$ cat config.mk
export PLATFORM = sky130hd
export DESIGN_NAME = bitmap_id_allocator
export DESIGN_NICKNAME = d
export VERILOG_FILES = /design/src/rtl/bia_pkg.sv /design/src/rtl/bia_word_ram.sv /design/src/rtl/bia_summary.sv /design/src/rtl/bitmap_id_allocator.sv
export SDC_FILE = /design/constraint.sdc
export NUM_CORES = 1
export LEC_CHECK = 0
export CAP_MARGIN = 20
export CORE_ASPECT_RATIO = 1.1
export CORE_MARGIN = 3
export CORE_UTILIZATION = 50
export DETAILED_ROUTE_END_ITERATION = 7
export DONT_BUFFER_PORTS = 1
export PLACE_DENSITY = 0.69
export SLEW_MARGIN = 20
export SYNTH_ARGS = -nofsm -noshare
export SYNTH_HDL_FRONTEND = slang
export SYNTH_SLANG_ARGS = --single-unit
$ cat constraint.sdc
create_clock -name clk_i -period 5.4 [get_ports clk_i]
set_input_delay 1.08 -clock clk_i [delete_from_list [all_inputs] [get_ports clk_i]]
set_output_delay 1.08 -clock clk_i [all_outputs]
set_load 0.005 [all_outputs]
$ cat src/rtl/bia_pkg.sv
// Shared types, constants and helpers for the bitmap identifier allocator.
// No dependencies; every other file of the block imports this package.
`timescale 1ns / 1ps

package bia_pkg;

  localparam int NUM_IDS   = 1024;
  localparam int WORD_BITS = 32;
  localparam int NWORDS    = (NUM_IDS + WORD_BITS - 1) / WORD_BITS;
  localparam int WORD_AW   = (NWORDS > 1) ? $clog2(NWORDS) : 1;
  localparam int BIT_AW    = $clog2(WORD_BITS);
  localparam int ID_W      = 10;

  localparam logic ACT_ALLOC = 1'b0;
  localparam logic ACT_FREE  = 1'b1;

  typedef logic [WORD_BITS-1:0] word_t;
  typedef logic [WORD_AW-1:0]   widx_t;
  typedef logic [BIT_AW-1:0]    bidx_t;

  typedef struct packed {
    logic            action;
    logic [ID_W-1:0] release_id;
  } req_t;

  typedef struct packed {
    logic [ID_W-1:0] granted_id;
    logic            grant_ok;
  } rsp_t;

  typedef enum logic {
    ST_IDLE,
    ST_MOD
  } state_e;

  // Write-back notice from the datapath to the full-flag summary.
  typedef struct packed {
    logic  we;
    widx_t idx;
    logic  full;
  } sum_upd_t;

  // Lowest word that still has a free identifier.
  typedef struct packed {
    logic  any_free;
    widx_t idx;
  } sum_pick_t;

  // Bits of word w that stand for identifiers below NUM_IDS.
  function automatic word_t valid_mask(widx_t w);
    int    remain;
    word_t mask;
    remain = NUM_IDS - int'(w) * WORD_BITS;
    for (int i = 0; i < WORD_BITS; i++) begin
      mask[i] = (i < remain);
    end
    return mask;
  endfunction

endpackage

$ cat src/rtl/bia_word_ram.sv
// Usage bitmap storage: one word per WORD_BITS identifiers.
// Single write port, single read port, registered read data. Uses bia_pkg.
`timescale 1ns / 1ps

module bia_word_ram
  import bia_pkg::*;
(
  input  logic  clk_i,
  input  logic  rd_en_i,
  input  widx_t rd_addr_i,
  input  logic  we_i,
  input  widx_t wr_addr_i,
  input  word_t wr_data_i,
  output word_t rd_data_o
);

  word_t mem [NWORDS];
  word_t rd_data_q;

  always_ff @(posedge clk_i) begin
    if (we_i) begin
      mem[wr_addr_i] <= wr_data_i;
    end
  end

  always_ff @(posedge clk_i) begin
    if (rd_en_i) begin
      rd_data_q <= mem[rd_addr_i];
    end
  end

  assign rd_data_o = rd_data_q;

endmodule

$ cat src/rtl/bia_summary.sv
// Per-word full flags and written flags, plus the lowest not-full word pick.
// Reset marks every word free and unwritten. Uses bia_pkg.
`timescale 1ns / 1ps

module bia_summary
  import bia_pkg::*;
(
  input  logic      clk_i,
  input  logic      rst_ni,
  input  sum_upd_t  upd_i,
  input  widx_t     chk_idx_i,
  output logic      chk_written_o,
  output sum_pick_t pick_o
);

  logic [NWORDS-1:0] full_q, full_d;
  logic [NWORDS-1:0] written_q, written_d;

  always_comb begin
    full_d    = full_q;
    written_d = written_q;
    if (upd_i.we) begin
      full_d[upd_i.idx]    = upd_i.full;
      written_d[upd_i.idx] = 1'b1;
    end
  end

  always_ff @(posedge clk_i or negedge rst_ni) begin
    if (!rst_ni) begin
      full_q    <= '0;
      written_q <= '0;
    end else begin
      full_q    <= full_d;
      written_q <= written_d;
    end
  end

  // Priority pick: scan from the top so the lowest not-full word wins.
  always_comb begin
    pick_o.idx      = '0;
    pick_o.any_free = ~&full_q;
    for (int i = NWORDS - 1; i >= 0; i--) begin
      if (!full_q[i]) begin
        pick_o.idx = WORD_AW'(i);
      end
    end
  end

  assign chk_written_o = written_q[chk_idx_i];

endmodule

$ cat src/rtl/bitmap_id_allocator.sv
// Bitmap identifier allocator: hands out the lowest free identifier of
// NUM_IDS and takes identifiers back. Uses bia_pkg, bia_word_ram, bia_summary.
// Usage:
//   Input channel in_valid_i / in_stall_o carries one request (in_req_i):
//   action 0 allocates, action 1 frees release_id. A free request gives
//   no response; a free of an identifier at or above NUM_IDS is dropped.
//   Output channel out_valid_o / out_stall_i carries one response per
//   allocate request (out_rsp_o), with granted_id 0 and grant_ok 0 when
//   the pool is exhausted.
// Sequence and throughput:
//   The accept edge issues the memory read of the target word (picked at
//   once from the full-flag summary); the write-back edge in ST_MOD writes
//   the word back and loads the response register. A new request is taken
//   only in ST_IDLE, after the previous one has been written back.
// Stall:
//   Hold the response while out_stall_i is high. An allocate that finishes
//   behind a stalled response waits in its write-back cycle, stalling input.
// Reset:
//   Asynchronous, active low. Clear the full and written flags; an
//   unwritten word reads as all free, so no clearing pass is needed.
`timescale 1ns / 1ps

module bitmap_id_allocator
  import bia_pkg::*;
(
  input  logic clk_i,
  input  logic rst_ni,
  input  logic in_valid_i,
  output logic in_stall_o,
  input  req_t in_req_i,
  output logic out_valid_o,
  input  logic out_stall_i,
  output rsp_t out_rsp_o
);

  state_e    state_q, state_d;
  req_t      req_q;
  widx_t     word_q;
  logic      any_free_q;
  logic      out_valid_q, out_valid_d;
  rsp_t      rsp_q, rsp_d;

  logic      accept;
  widx_t     rd_addr;
  widx_t     rel_word;
  bidx_t     rel_bit;
  logic      rel_in_range;
  word_t     rd_data;
  logic      chk_written;
  sum_pick_t pick;
  sum_upd_t  upd;

  word_t     cur_word;
  word_t     free_bits;
  bidx_t     alloc_bit;
  word_t     new_word;
  logic      is_alloc;
  logic      out_busy;
  logic      mod_done;
  logic      load_rsp;

  // Input side: take a request only when idle.
  assign in_stall_o = (state_q != ST_IDLE);
  assign accept     = in_valid_i & ~in_stall_o;

  assign rel_word = WORD_AW'(in_req_i.release_id >> BIT_AW);
  assign rd_addr  = (in_req_i.action == ACT_FREE) ? rel_word : pick.idx;

  always_ff @(posedge clk_i) begin
    if (accept) begin
      req_q      <= in_req_i;
      word_q     <= rd_addr;
      any_free_q <= pick.any_free;
    end
  end

  bia_word_ram u_ram (
    .clk_i     (clk_i),
    .rd_en_i   (accept),
    .rd_addr_i (rd_addr),
    .we_i      (upd.we),
    .wr_addr_i (word_q),
    .wr_data_i (new_word),
    .rd_data_o (rd_data)
  );

  bia_summary u_summary (
    .clk_i         (clk_i),
    .rst_ni        (rst_ni),
    .upd_i         (upd),
    .chk_idx_i     (word_q),
    .chk_written_o (chk_written),
    .pick_o        (pick)
  );

  // Modify: a word never written reads as all free.
  assign cur_word     = chk_written ? rd_data : '0;
  assign free_bits    = ~cur_word & valid_mask(word_q);
  assign rel_bit      = BIT_AW'(req_q.release_id);
  assign rel_in_range = (32'(req_q.release_id) < NUM_IDS);
  assign is_alloc     = (req_q.action == ACT_ALLOC);

  // Lowest clear bit of the chosen word.
  always_comb begin
    alloc_bit = '0;
    for (int i = WORD_BITS - 1; i >= 0; i--) begin
      if (free_bits[i]) begin
        alloc_bit = BIT_AW'(i);
      end
    end
  end

  always_comb begin
    if (is_alloc) begin
      new_word = cur_word | (word_t'(1) << alloc_bit);
    end else begin
      new_word = cur_word & ~(word_t'(1) << rel_bit);
    end
  end

  assign out_busy = out_valid_q & out_stall_i;
  assign mod_done = ~(is_alloc & out_busy);

  // Next state.
  always_comb begin
    state_d = state_q;
    case (state_q)
      ST_IDLE: begin
        if (accept) begin
          state_d = ST_MOD;
        end
      end
      ST_MOD: begin
        if (mod_done) begin
          state_d = ST_IDLE;
        end
      end
      default: state_d = ST_IDLE;
    endcase
  end

  // Outputs of the write-back cycle.
  always_comb begin
    upd.we   = 1'b0;
    upd.idx  = word_q;
    upd.full = &(new_word | ~valid_mask(word_q));
    load_rsp = 1'b0;
    case (state_q)
      ST_IDLE: begin
        upd.we   = 1'b0;
        load_rsp = 1'b0;
      end
      ST_MOD: begin
        if (mod_done) begin
          load_rsp = is_alloc;
          upd.we   = is_alloc ? any_free_q : rel_in_range;
        end
      end
      default: begin
        upd.we   = 1'b0;
        load_rsp = 1'b0;
      end
    endcase
  end

  // Response register: load on completion, drop once taken.
  always_comb begin
    rsp_d       = rsp_q;
    out_valid_d = out_valid_q;
    if (load_rsp) begin
      out_valid_d      = 1'b1;
      rsp_d.grant_ok   = any_free_q;
      rsp_d.granted_id = any_free_q ? ID_W'({word_q, alloc_bit}) : '0;
    end else if (!out_stall_i) begin
      out_valid_d = 1'b0;
    end
  end

  always_ff @(posedge clk_i or negedge rst_ni) begin
    if (!rst_ni) begin
      state_q     <= ST_IDLE;
      out_valid_q <= 1'b0;
    end else begin
      state_q     <= state_d;
      out_valid_q <= out_valid_d;
    end
  end

  always_ff @(posedge clk_i) begin
    rsp_q <= rsp_d;
  end

  assign out_valid_o = out_valid_q;
  assign out_rsp_o   = rsp_q;

endmodule

# Word-level counts from Yosys, hierarchy flattened
# Memories as Yosys holds them, arrays and structs flattened. A register that Yosys moved wholly into a read port is not among the register bits.
# Cells that the tools add are included.
# totals
latch_bits	0
out_inout_bits	13
regBits	89
mem_bits_rw	1024
n_memories	1
elab_cells	150
mem_bits_ro	0
in_bits	15
# mem_list
memory	depth	width	rd	rd_clocked_by_memory_dff	wr	line_no	rtl
u_ram.mem	32	32	1	1	1	bia_word_ram.sv:17	word_t mem [NWORDS];
# classes
addsub	1
n_bitwise	13
n_shift	2
n_eq_ne	1
mux	84
order_cmp	34
div_mod_pow	0
reduce_logical	4
mul	0
# op_table
op	count
2-to-1 mux 5 bit	65
less-than comparator 6 x 12 -> 1 bit (first input constant)	16
less-than comparator 5 x 12 -> 1 bit (first input constant)	8
NOT 32 bit	3
bitwise OR 32 bit	3
AND 32 bit	2
2-to-1 mux 32 bit	2
AND reduction 32 bit	2
<< shifter 1 x 5 -> 32 bit (first input constant)	2
less-than comparator 4 x 12 -> 1 bit (first input constant)	4
bitwise mux 32 bit	1
less-than comparator 3 x 12 -> 1 bit (first input constant)	2
less-than comparator 1 x 12 -> 1 bit (first input constant)	1
less-than comparator 2 x 12 -> 1 bit (first input constant)	1
subtractor 11 x 10 -> 12 bit (first input constant)	1
2-to-1 mux 1 bit	11
less-than comparator 5 x 6 -> 1 bit (second input constant)	1
case mux 1 bit (2 select lines)	3
binary-select mux 1 bit (select 5 bit)	1
demux 1 bit (select 5 bit)	1
greater-or-equal comparator 5 x 1 -> 1 bit (second input constant)	1
AND 1 bit	3
!= test 2 x 1 -> 1 bit (second input constant)	1
NOT 1 bit	2
2 further kinds	2

# Longest topological paths before layout
# Gate-level depths: netlist of the first run.
# logic_depth
depth_word	43
ltp_mapped	17

# Hierarchy
# Synthesis of the first run repeated with hierarchy kept, for this count alone.
# hier_totals
hier_cells	2862
area_unflattened_um2	46438.3
# by_module_without_submodules
module	area_each_um2	n_inst	seq_area_each_um2	cells_each
bia_word_ram	40811.6	1	31710.4	2260
bia_summary	3070.4	1	1601.5	274
bitmap_id_allocator	2556.2	1	740.7	328

# Worst setup path after synthesis of the first run
# OpenSTA, ideal clock, no wires.
# synth_timing
path_kind	reg2reg
from	register word_q[0]
to	register u_summary.full_q[25]
stages_incl_launch_ff	17
setup_time_ns	0.088
arrival_time_ns	5.012
setup_slack_ns	0.300
path_cell_list	edfxtp_1 > buf_6 > buf_6 > inv_1 > ha_1 > nand2b_1 > a2111oi_0 > clkbuf_1 > a311oi_1 > a21o_1 > o31ai_1 > and2_1 > nand4_1 > or4_1 > clkbuf_1 > buf_6 > a31oi_1
# synth_between
elab_chain_cells	43
# synth_lines
item	line_no	rtl
start, declared	bitmap_id_allocator.sv:38	widx_t word_q;
start signal, assigned	bitmap_id_allocator.sv:72	word_q <= rd_addr;
parallel branches: the longest is 39 deep, another holds subtractor 11 x 10 -> 12 bit	-	
2-to-1 mux 32 bit (*)	bitmap_id_allocator.sv:114	if (is_alloc) begin
via new_word[5]	bitmap_id_allocator.sv:56	word_t new_word;
bitwise OR 32 bit (*)	bitmap_id_allocator.sv:146	upd.full = &(new_word | ~valid_mask(word_q));
AND reduction 32 bit (*)	bitmap_id_allocator.sv:146	
bitwise mux 32 bit (*)	bia_summary.sv:23	full_d[upd_i.idx] = upd_i.full;
end signal, assigned	bia_summary.sv:33	full_q <= full_d;
end, declared	bia_summary.sv:16	logic [NWORDS-1:0] full_q, full_d;
# Mark *: on every way through the listed nets, which the timed path passes. The select of a mux whose other input is x is not followed.
# A chain may end at the register's enable or synchronous reset.

# Worst setup path in the final report of the first run
# layout_timing
from	register word_q[0]
to	register u_summary.full_q[28]
# layout_between
elab_chain_cells	43
# layout_lines
item	line_no
parallel branches: the longest is 42 deep, another holds subtractor 11 x 10 -> 12 bit	-
bitwise mux 32 bit (*)	bia_summary.sv:23
# Mark *: on every way between the ends. The select of a mux whose other input is x is not followed.

==> impl_metrics.env, run 1 <==
export IMPL_area_growth_syn_to_layout_pct=12.6
export IMPL_max_freq_mhz=203
export IMPL_wl_met1_um=47500
export IMPL_die_area_sq_mm=0.0948
export IMPL_synthArstFlopShare=0.0576
export IMPL_hpwl_um=71600
export IMPL_cts_num_sinks=1145
export IMPL_initial_core_util=0.507
export IMPL_core_area_sq_mm=0.0899
export IMPL_placed_area_sq_mm=0.0478
export IMPL_ctsHoldBuffers=0
export IMPL_p_leak_nw=17.1
export IMPL_total_power_mw=19.0
export IMPL_vias=27300
export IMPL_irDropWorstVdd_mv=0.250
export IMPL_wl_um=122000
export IMPL_wire_per_inst_um=28.1
export IMPL_synth_top_area_cell="edfxtp_1"
export IMPL_hold_violations=0
export IMPL_crit_family="simple AND/OR/NAND/NOR gates"
export IMPL_cts_tree="built"
export IMPL_finalInstanceArea_sq_mm=0.0513
export IMPL_synth_most_common_cell="edfxtp_1"
export IMPL_synth_common_cells="1,079 x edfxtp_1, 489 x nand2_1, 208 x mux2i_1"
export IMPL_grt_overflow=0
export IMPL_rsz0062_at_grt="false"
export IMPL_maxSlewHeadroom=0.229
export IMPL_report_final_slew_viol_count=0
export IMPL_gp_congestion=0.927
export IMPL_clock_skew_ns=0.0336
export IMPL_required_ns=5.98
export IMPL_nets=3097
export IMPL_clockBufferDepth=3
export IMPL_fill_cells=6686
export IMPL_cts_setup_buffers=0
export IMPL_place_inst=4133
export IMPL_dr_pass1_iters=6
export IMPL_end_kind="flop"
export IMPL_synth_nets=3018
export IMPL_worstMarginPinSlew_ns=1.16
export IMPL_layout_min_cycle_time_ns=4.93
export IMPL_critPathMaxStageDelay_ns=0.62
export IMPL_top_layer_used="met4"
export IMPL_drtIter0Drc=3350
export IMPL_critical_path_slowest_cell="or4_1"
export IMPL_netlist_area_leader_share=0.711
export IMPL_crit_fanout=32
export IMPL_grt_max_degree=128
export IMPL_clock_root_buffer="clkbuf_16"
export IMPL_syn_area_sq_mm=0.0456
export IMPL_grt_total_usage=0.256
export IMPL_die_width_um=294
export IMPL_min_path_type="in -> async"
export IMPL_status="completed"
export IMPL_netlist_instances=2998
export IMPL_via_per_inst=6.30
export IMPL_cts_resized=0
export IMPL_hold_ws_ns=0.0643
export IMPL_numCtsBuffers=109
export IMPL_htree_num_levels=3
export IMPL_drc_errors=0
export IMPL_rows=115
export IMPL_ys_types=69
export IMPL_path_cells="buf_4 -> mux2i_1 -> or4_1 -> a31oi_1 -> a211o_1 -> nand4_1 -> or3_1 -> a31oi_1 -> nand4b_1 -> or4_1 -> buf_4 -> o31ai_1"
export IMPL_syn_avg_cell_area_sq_um=15.2
export IMPL_cellPowerDensity_mw_per_mm2=371
export IMPL_ys_ff_latch=1145
export IMPL_grt_pass1_vias=27000
export IMPL_synth_edf_count=1079
export IMPL_synth_area_leaders="edfxtp_1 71%, mux2i_1 4.6%, nand2_1 4.0%, dfrtp_1 3.6%, mux4_2 3.2%"
export IMPL_crit_buf_inv=2
export IMPL_finalCritPeriodShare=0.912
export IMPL_cp_num_cells=12
export IMPL_startpoint_type="flop"
export IMPL_critical_path_arrival_ns=5.51
export IMPL_fp_dieH_um=323
export IMPL_fin_cells=4339
export IMPL_dr_wl_met2_um=59400
export IMPL_clk_pin_slew_worst_paths_ns=0.06
export IMPL_tns_ns=0
export IMPL_portBuffers=0
export IMPL_drive_gt1_frac=0.139
export IMPL_dr_wl_met3_um=10700
export IMPL_r2r_cells=12
export IMPL_synth_warnings=0
export IMPL_setup_viol=0
export IMPL_yosysSeqAreaShare=0.747
export IMPL_clk_latency_ns=0.71
export IMPL_ys_dominant_reg_cell="edfxtp_1"
export IMPL_antenna_found_initial=3
export IMPL_postRouteAntennaNets=0
export IMPL_io_pins=28
export IMPL_grt_first_pass_wirelength_um=178000
export IMPL_worstSetupPathType="reg -> reg"
export IMPL_cap_violations=0
power breakdown:
part / leakage (nW) / total [mW] / internal (mW) / switching (mW)
clock network: 1.65 / 7.30 / 4.03 / 3.27
registers: 10.8 / 10.2 / 10.1 / 0.122
logic: 4.67 / 1.45 / 0.427 / 1.03
total: 17.1 / 19.0 / 14.6 / 4.42
sequential cells by signal, summed over array words and instances (netlist names):
register,flops
u_summary.written_q,32
in_stall_o,1
rel_bit,5
u_summary.full_q,32
u_ram.mem,1024
u_ram.rd_data_o,32
req_q,1
out_rsp_o,11
word_q,5
any_free_q,1
out_valid_o,1
cell type report:
cell class / instances / area [sq um] / share of cell area
Tap cell: 1170 / 1460 / 0.0285
Antenna cell: 1 / 2.50 / 0.0000488
Inverter: 46 / 191 / 0.00373
Clock inverter: 66 / 588 / 0.0115
Sequential cell: 1145 / 34100 / 0.664
Clock buffer: 136 / 2830 / 0.0552
Timing Repair Buffer: 130 / 1130 / 0.0220
Multi-Input combinational cell: 1645 / 11000 / 0.215
cells in the final DEF (no fill, tap or decap), types with 5 or more instances in the layout:
cell	n
ha_1	5
nand4b_1	7
o21ai_0	43
o32ai_4	6
nor2_4	10
a31oi_1	48
o21ai_1	26
a22o_1	32
nand2b_1	45
nand2_1	489
clkinv_2	23
nor2_1	32
nor4_1	65
nor2b_1	8
nor3_1	12
nand4_1	30
mux4_2	64
inv_1	18
bufinv_16	6
inv_2	18
nand3_1	201
o22ai_2	15
or3_1	8
clkbuf_16	109
a211oi_1	7
mux2i_1	208
o22ai_1	97
buf_4	118
edfxtp_1	1079
dfrtp_1	66
clkbuf_1	27
and2_1	9
clkinv_1	30
a21oi_1	77
or2_2	14
o211ai_1	6
buf_12	12
final timing paths:
check                           slack [ns]                       to                    from
worst max-delay path                  0.47     u_summary.full_q[28]               word_q[0]
worst min-delay path                  0.06      u_summary.full_q[1]                  rst_ni
worst max register to register        0.47     u_summary.full_q[28]               word_q[0]
worst min register to register        0.47   u_summary.written_q[6]  u_summary.written_q[6]
max in group asynchronous             5.19  u_summary.written_q[31]                  rst_ni
min in group clk_i                    0.47   u_summary.written_q[6]  u_summary.written_q[6]
cells by family (layout without fill, tap and decap cells):
logic type / Yosys count / after routing / synth area share
AND/OR/NAND/NOR: 956 / 956 / 0.0974
flip-flops: 1145 / 1145 / 0.747
multiplexers: 276 / 276 / 0.0783
buffers and inverters: 208 / 378 / 0.0183
other: 0 / 1 / 0
AO/OA/AOI/OAI: 408 / 408 / 0.0572
adder cells (fa/ha/maj): 5 / 5 / 0.00137
worst register-to-register path, delay by kind of cell, from the launching register on:
family / cells / cell delay [ns]
buffers and inverters: 2 / 0.51
AND/OR/NAND/NOR: 5 / 2.31
flip-flops: 1 / 0.49
multiplexers: 1 / 0.12
AO/OA/AOI/OAI: 4 / 1.37
per-stage QoR:
stage                     worst slack [ns]   util
after global routing                 0.201  0.570
after detailed placement             0.535  0.531
after CTS                            0.436  0.569
after global placement               0.472  0.531
after floorplan                      0.300      -
final                                0.474  0.570
per-layer routing:
metal  global-route usage  vias to the layer above
met5                    0                        -
met4               0.0966                        0
met3               0.0395                      260
met2                0.422                     1410
met1                0.348                    13900
li1                     -                    11700
Note: power is estimated with default switching activity, not from simulation.
==> run 2, diff against run 1 <==
--- a/config.mk
+++ b/config.mk
@@ -11,8 +11,9 @@
 export CORE_UTILIZATION = 50
 export DETAILED_ROUTE_END_ITERATION = 7
 export DONT_BUFFER_PORTS = 1
-export PLACE_DENSITY = 0.69
+export PLACE_DENSITY = 0.68
 export SLEW_MARGIN = 20
 export SYNTH_ARGS = -nofsm -noshare
 export SYNTH_HDL_FRONTEND = slang
+export SYNTH_HIERARCHICAL = 1
 export SYNTH_SLANG_ARGS = --single-unit
==> impl_metrics.env, run 2 <==
export IMPL_status="completed"
export IMPL_final_cell_mix="1,079 x edfxtp_1, 515 x mux2i_1, 175 x nand2_1"
export IMPL_multiInputGateArea_sq_mm=0.0117
export IMPL_nets=2979
export IMPL_clk_latency_ns=0.71
export IMPL_finish_utilization=0.571
export IMPL_gp_congestion=0.889
export IMPL_cellPowerDensity_mw_per_mm2=367
export IMPL_worstSetupPathType="reg -> reg"
export IMPL_finalCritPeriodShare=0.954
export IMPL_report_final_slew_viol_count=0
export IMPL_ys_types=78
export IMPL_netlist_instances=2862
export IMPL_r2r_end="u_summary/full_q[29]"
export IMPL_startpoint="word_q[1]"
export IMPL_layout_min_cycle_time_ns=5.15
export IMPL_p_leak_nw=17.5
export IMPL_portBuffers=0
export IMPL_grt_first_pass_wirelength_um=182000
export IMPL_path_common_cell="buf_4"
export IMPL_grt_pass1_vias=26000
export IMPL_worstMarginPinSlew_ns=1.04
export IMPL_grt_max_degree=73
export IMPL_synth_warnings=6
export IMPL_critPathMaxStageDelay_ns=0.60
export IMPL_postRouteAntennaNets=0
export IMPL_critical_path_slowest_cell="or4_1"
export IMPL_largest_reg_flops=1024
export IMPL_r2r_cells=20
export IMPL_core_area_sq_mm=0.0916
export IMPL_via_per_inst=6.21
export IMPL_hpwl_um=74100
export IMPL_synthArstFlopShare=0.0576
export IMPL_clock_root_buffer="clkbuf_16"
export IMPL_initial_core_util=0.507
export IMPL_vias=26700
export IMPL_netlist_area_leader_share=0.698
export IMPL_io_pins=28
export IMPL_setup_viol=0
export IMPL_required_ns=5.99
export IMPL_ff2ff_setup_slack_ns=0.25
export IMPL_synth_area_leaders="edfxtp_1 70%, mux2i_1 11%, dfrtp_1 3.6%, a22oi_1 1.6%, nand2_1 1.4%"
export IMPL_startpoint_type="flop"
export IMPL_crit_family="simple AND/OR/NAND/NOR gates"
export IMPL_dr_pass1_iters=8
export IMPL_top_register="u_ram/mem"
export IMPL_htree_num_levels=3
export IMPL_ys_dominant_reg_cell="edfxtp_1"
export IMPL_cts_num_sinks=1145
export IMPL_hold_violations=0
export IMPL_drtIter0Drc=2985
export IMPL_crit_buf_inv=4
export IMPL_place_inst=4089
export IMPL_maxSlewHeadroom=0.308
export IMPL_critical_path_arrival_ns=5.74
export IMPL_synth_nets=2879
export IMPL_max_freq_mhz=194
export IMPL_seq_area_sq_mm=0.0341
export IMPL_antenna_found_initial=2
export IMPL_yosysSeqAreaShare=0.733
export IMPL_irDropWorstVdd_mv=0.285
export IMPL_crit_fanout=32
export IMPL_wl_um=127000
export IMPL_synth_most_common_cell="edfxtp_1"
export IMPL_clock_skew_ns=0.0330
export IMPL_syn_area_sq_mm=0.0464
export IMPL_hold_ws_ns=0.0869
export IMPL_grt_total_usage=0.262
export IMPL_min_path_type="in -> async"
export IMPL_drc_errors=0
export IMPL_synth_edf_count=1079
export IMPL_layout_commonest_cell="edfxtp_1"
export IMPL_rows=116
export IMPL_die_width_um=297
export IMPL_drive_gt1_frac=0.130
export IMPL_synth_top_area_cell="edfxtp_1"
export IMPL_grt_overflow=0
export IMPL_fin_cells=4292
export IMPL_path_cells="buf_4 -> mux4_1 -> mux2i_1 -> nor3b_1 -> a31oi_1 -> o211ai_1 -> buf_4 -> buf_4 -> nand2_1 -> or4_1 -> nor4_1 -> o21ai_0 -> a21oi_1 -> nand3b_1 -> a211oi_1 -> nand4_1 -> o31ai_4 -> buf_12 -> nand2_1 -> o21ai_0"
export IMPL_cts_tree="built"
export IMPL_ctsHoldBuffers=0
export IMPL_wire_per_inst_um=29.5
export IMPL_ys_ff_latch=1145
export IMPL_fp_dieH_um=326
export IMPL_timing_final_ws_setup_ns=0.247
export IMPL_cap_violations=0
export IMPL_clockBufferDepth=3
export IMPL_syn_avg_cell_area_sq_um=16.2
export IMPL_area_growth_syn_to_layout_pct=12.5
export IMPL_synth_common_cells="1,079 x edfxtp_1, 515 x mux2i_1, 176 x nand2_1"
export IMPL_place_ws_ns=0.0590
export IMPL_cp_endpoint="u_summary/full_q[29]"
export IMPL_numCtsBuffers=109
export IMPL_die_area_sq_mm=0.0966
export IMPL_r2r_start="word_q[1]"
export IMPL_fill_cells=6873
export IMPL_end_kind="flop"
export IMPL_cp_num_cells=20
export IMPL_clk_pin_slew_worst_paths_ns=0.06
[run 2: metal layers]
metal,global-route usage,up-vias,share of wire
met3,0.0388,208,0.074
met5,0,-,0
met2,0.432,1269,0.49
met4,0.0821,0,0.030
li1,-,11500,-
met1,0.361,13700,0.40
[run 2: per-stage QoR]
stage	power, mW	instance area, sq um	setup TNS (ns)
after floorplan	11.4	46400	0
after global placement	12.0	48800	0
after detailed placement	12.0	48800	0
after CTS	19.3	52200	0
after global routing	19.8	52200	-0.00591
final	19.2	52300	0
[run 2: worst reg2reg max path, cell delays in order, from the launching register on]
cell and delay (ns):
edfxtp_1 0.54, buf_4 0.24, mux4_1 0.22, mux2i_1 0.07, nor3b_1 0.22, a31oi_1 0.08, o211ai_1 0.10, buf_4 0.20
buf_4 0.21, nand2_1 0.11, or4_1 0.60, nor4_1 0.38, o21ai_0 0.25, a21oi_1 0.28, nand3b_1 0.15, a211oi_1 0.45
nand4_1 0.21, o31ai_4 0.33, buf_12 0.22, nand2_1 0.09, o21ai_0 0.10
[run 2: cell type report]
type | instances | share of cell area
Timing Repair Buffer | 135 | 0.0261
Sequential cell | 1145 | 0.652
Clock buffer | 143 | 0.0548
Inverter | 39 | 0.00280
Antenna cell | 1 | 0.0000479
Multi-Input combinational cell | 1532 | 0.224
Clock inverter | 58 | 0.0112
Tap cell | 1239 | 0.0297
[run 2: how the worst min path moves through the flow]
stage,startpoint,endpoint,slack [ns],cells after the start
after floorplan,u_summary/written_q[19],u_summary/written_q[19],0.43,1
after global placement,u_summary/written_q[19],u_summary/written_q[19],0.44,1
after detailed placement,u_summary/written_q[20],u_summary/written_q[20],0.45,1
after CTS,rst_ni,in_stall_o,0.05,0
after global routing,rst_ni,in_stall_o,0.06,0
final,rst_ni,in_stall_o,0.09,0
[run 2: kinds of logic (layout without fill, tap and decap cells)]
| logic type | after synthesis | after routing | synth area share |
|---|---|---|---|
| buffers and inverters | 185 | 375 | 0.0220 |
| DFF | 1145 | 1145 | 0.733 |
| muxes | 558 | 558 | 0.124 |
| AOI/OAI and AO/OA | 419 | 419 | 0.0625 |
| other | 0 | 1 | 0 |
| and+or+nand+nor | 553 | 553 | 0.0582 |
| adders and majority gates | 2 | 2 | 0.000539 |
[run 2: timing repair]
action / in CTS / in global routing
setup buffers: 0 / 1
endpoints found under the setup margin: 0 / 32
gates resized for setup: 0 / 2
[run 2: report_power, final]
| part | internal, mW | leakage [nW] | switching (mW) |
|---|---|---|---|
| registers | 10.2 | 10.8 | 0.115 |
| clock network | 4.14 | 1.67 | 3.22 |
| logic | 0.463 | 5.05 | 1.07 |
| total | 14.8 | 17.5 | 4.41 |
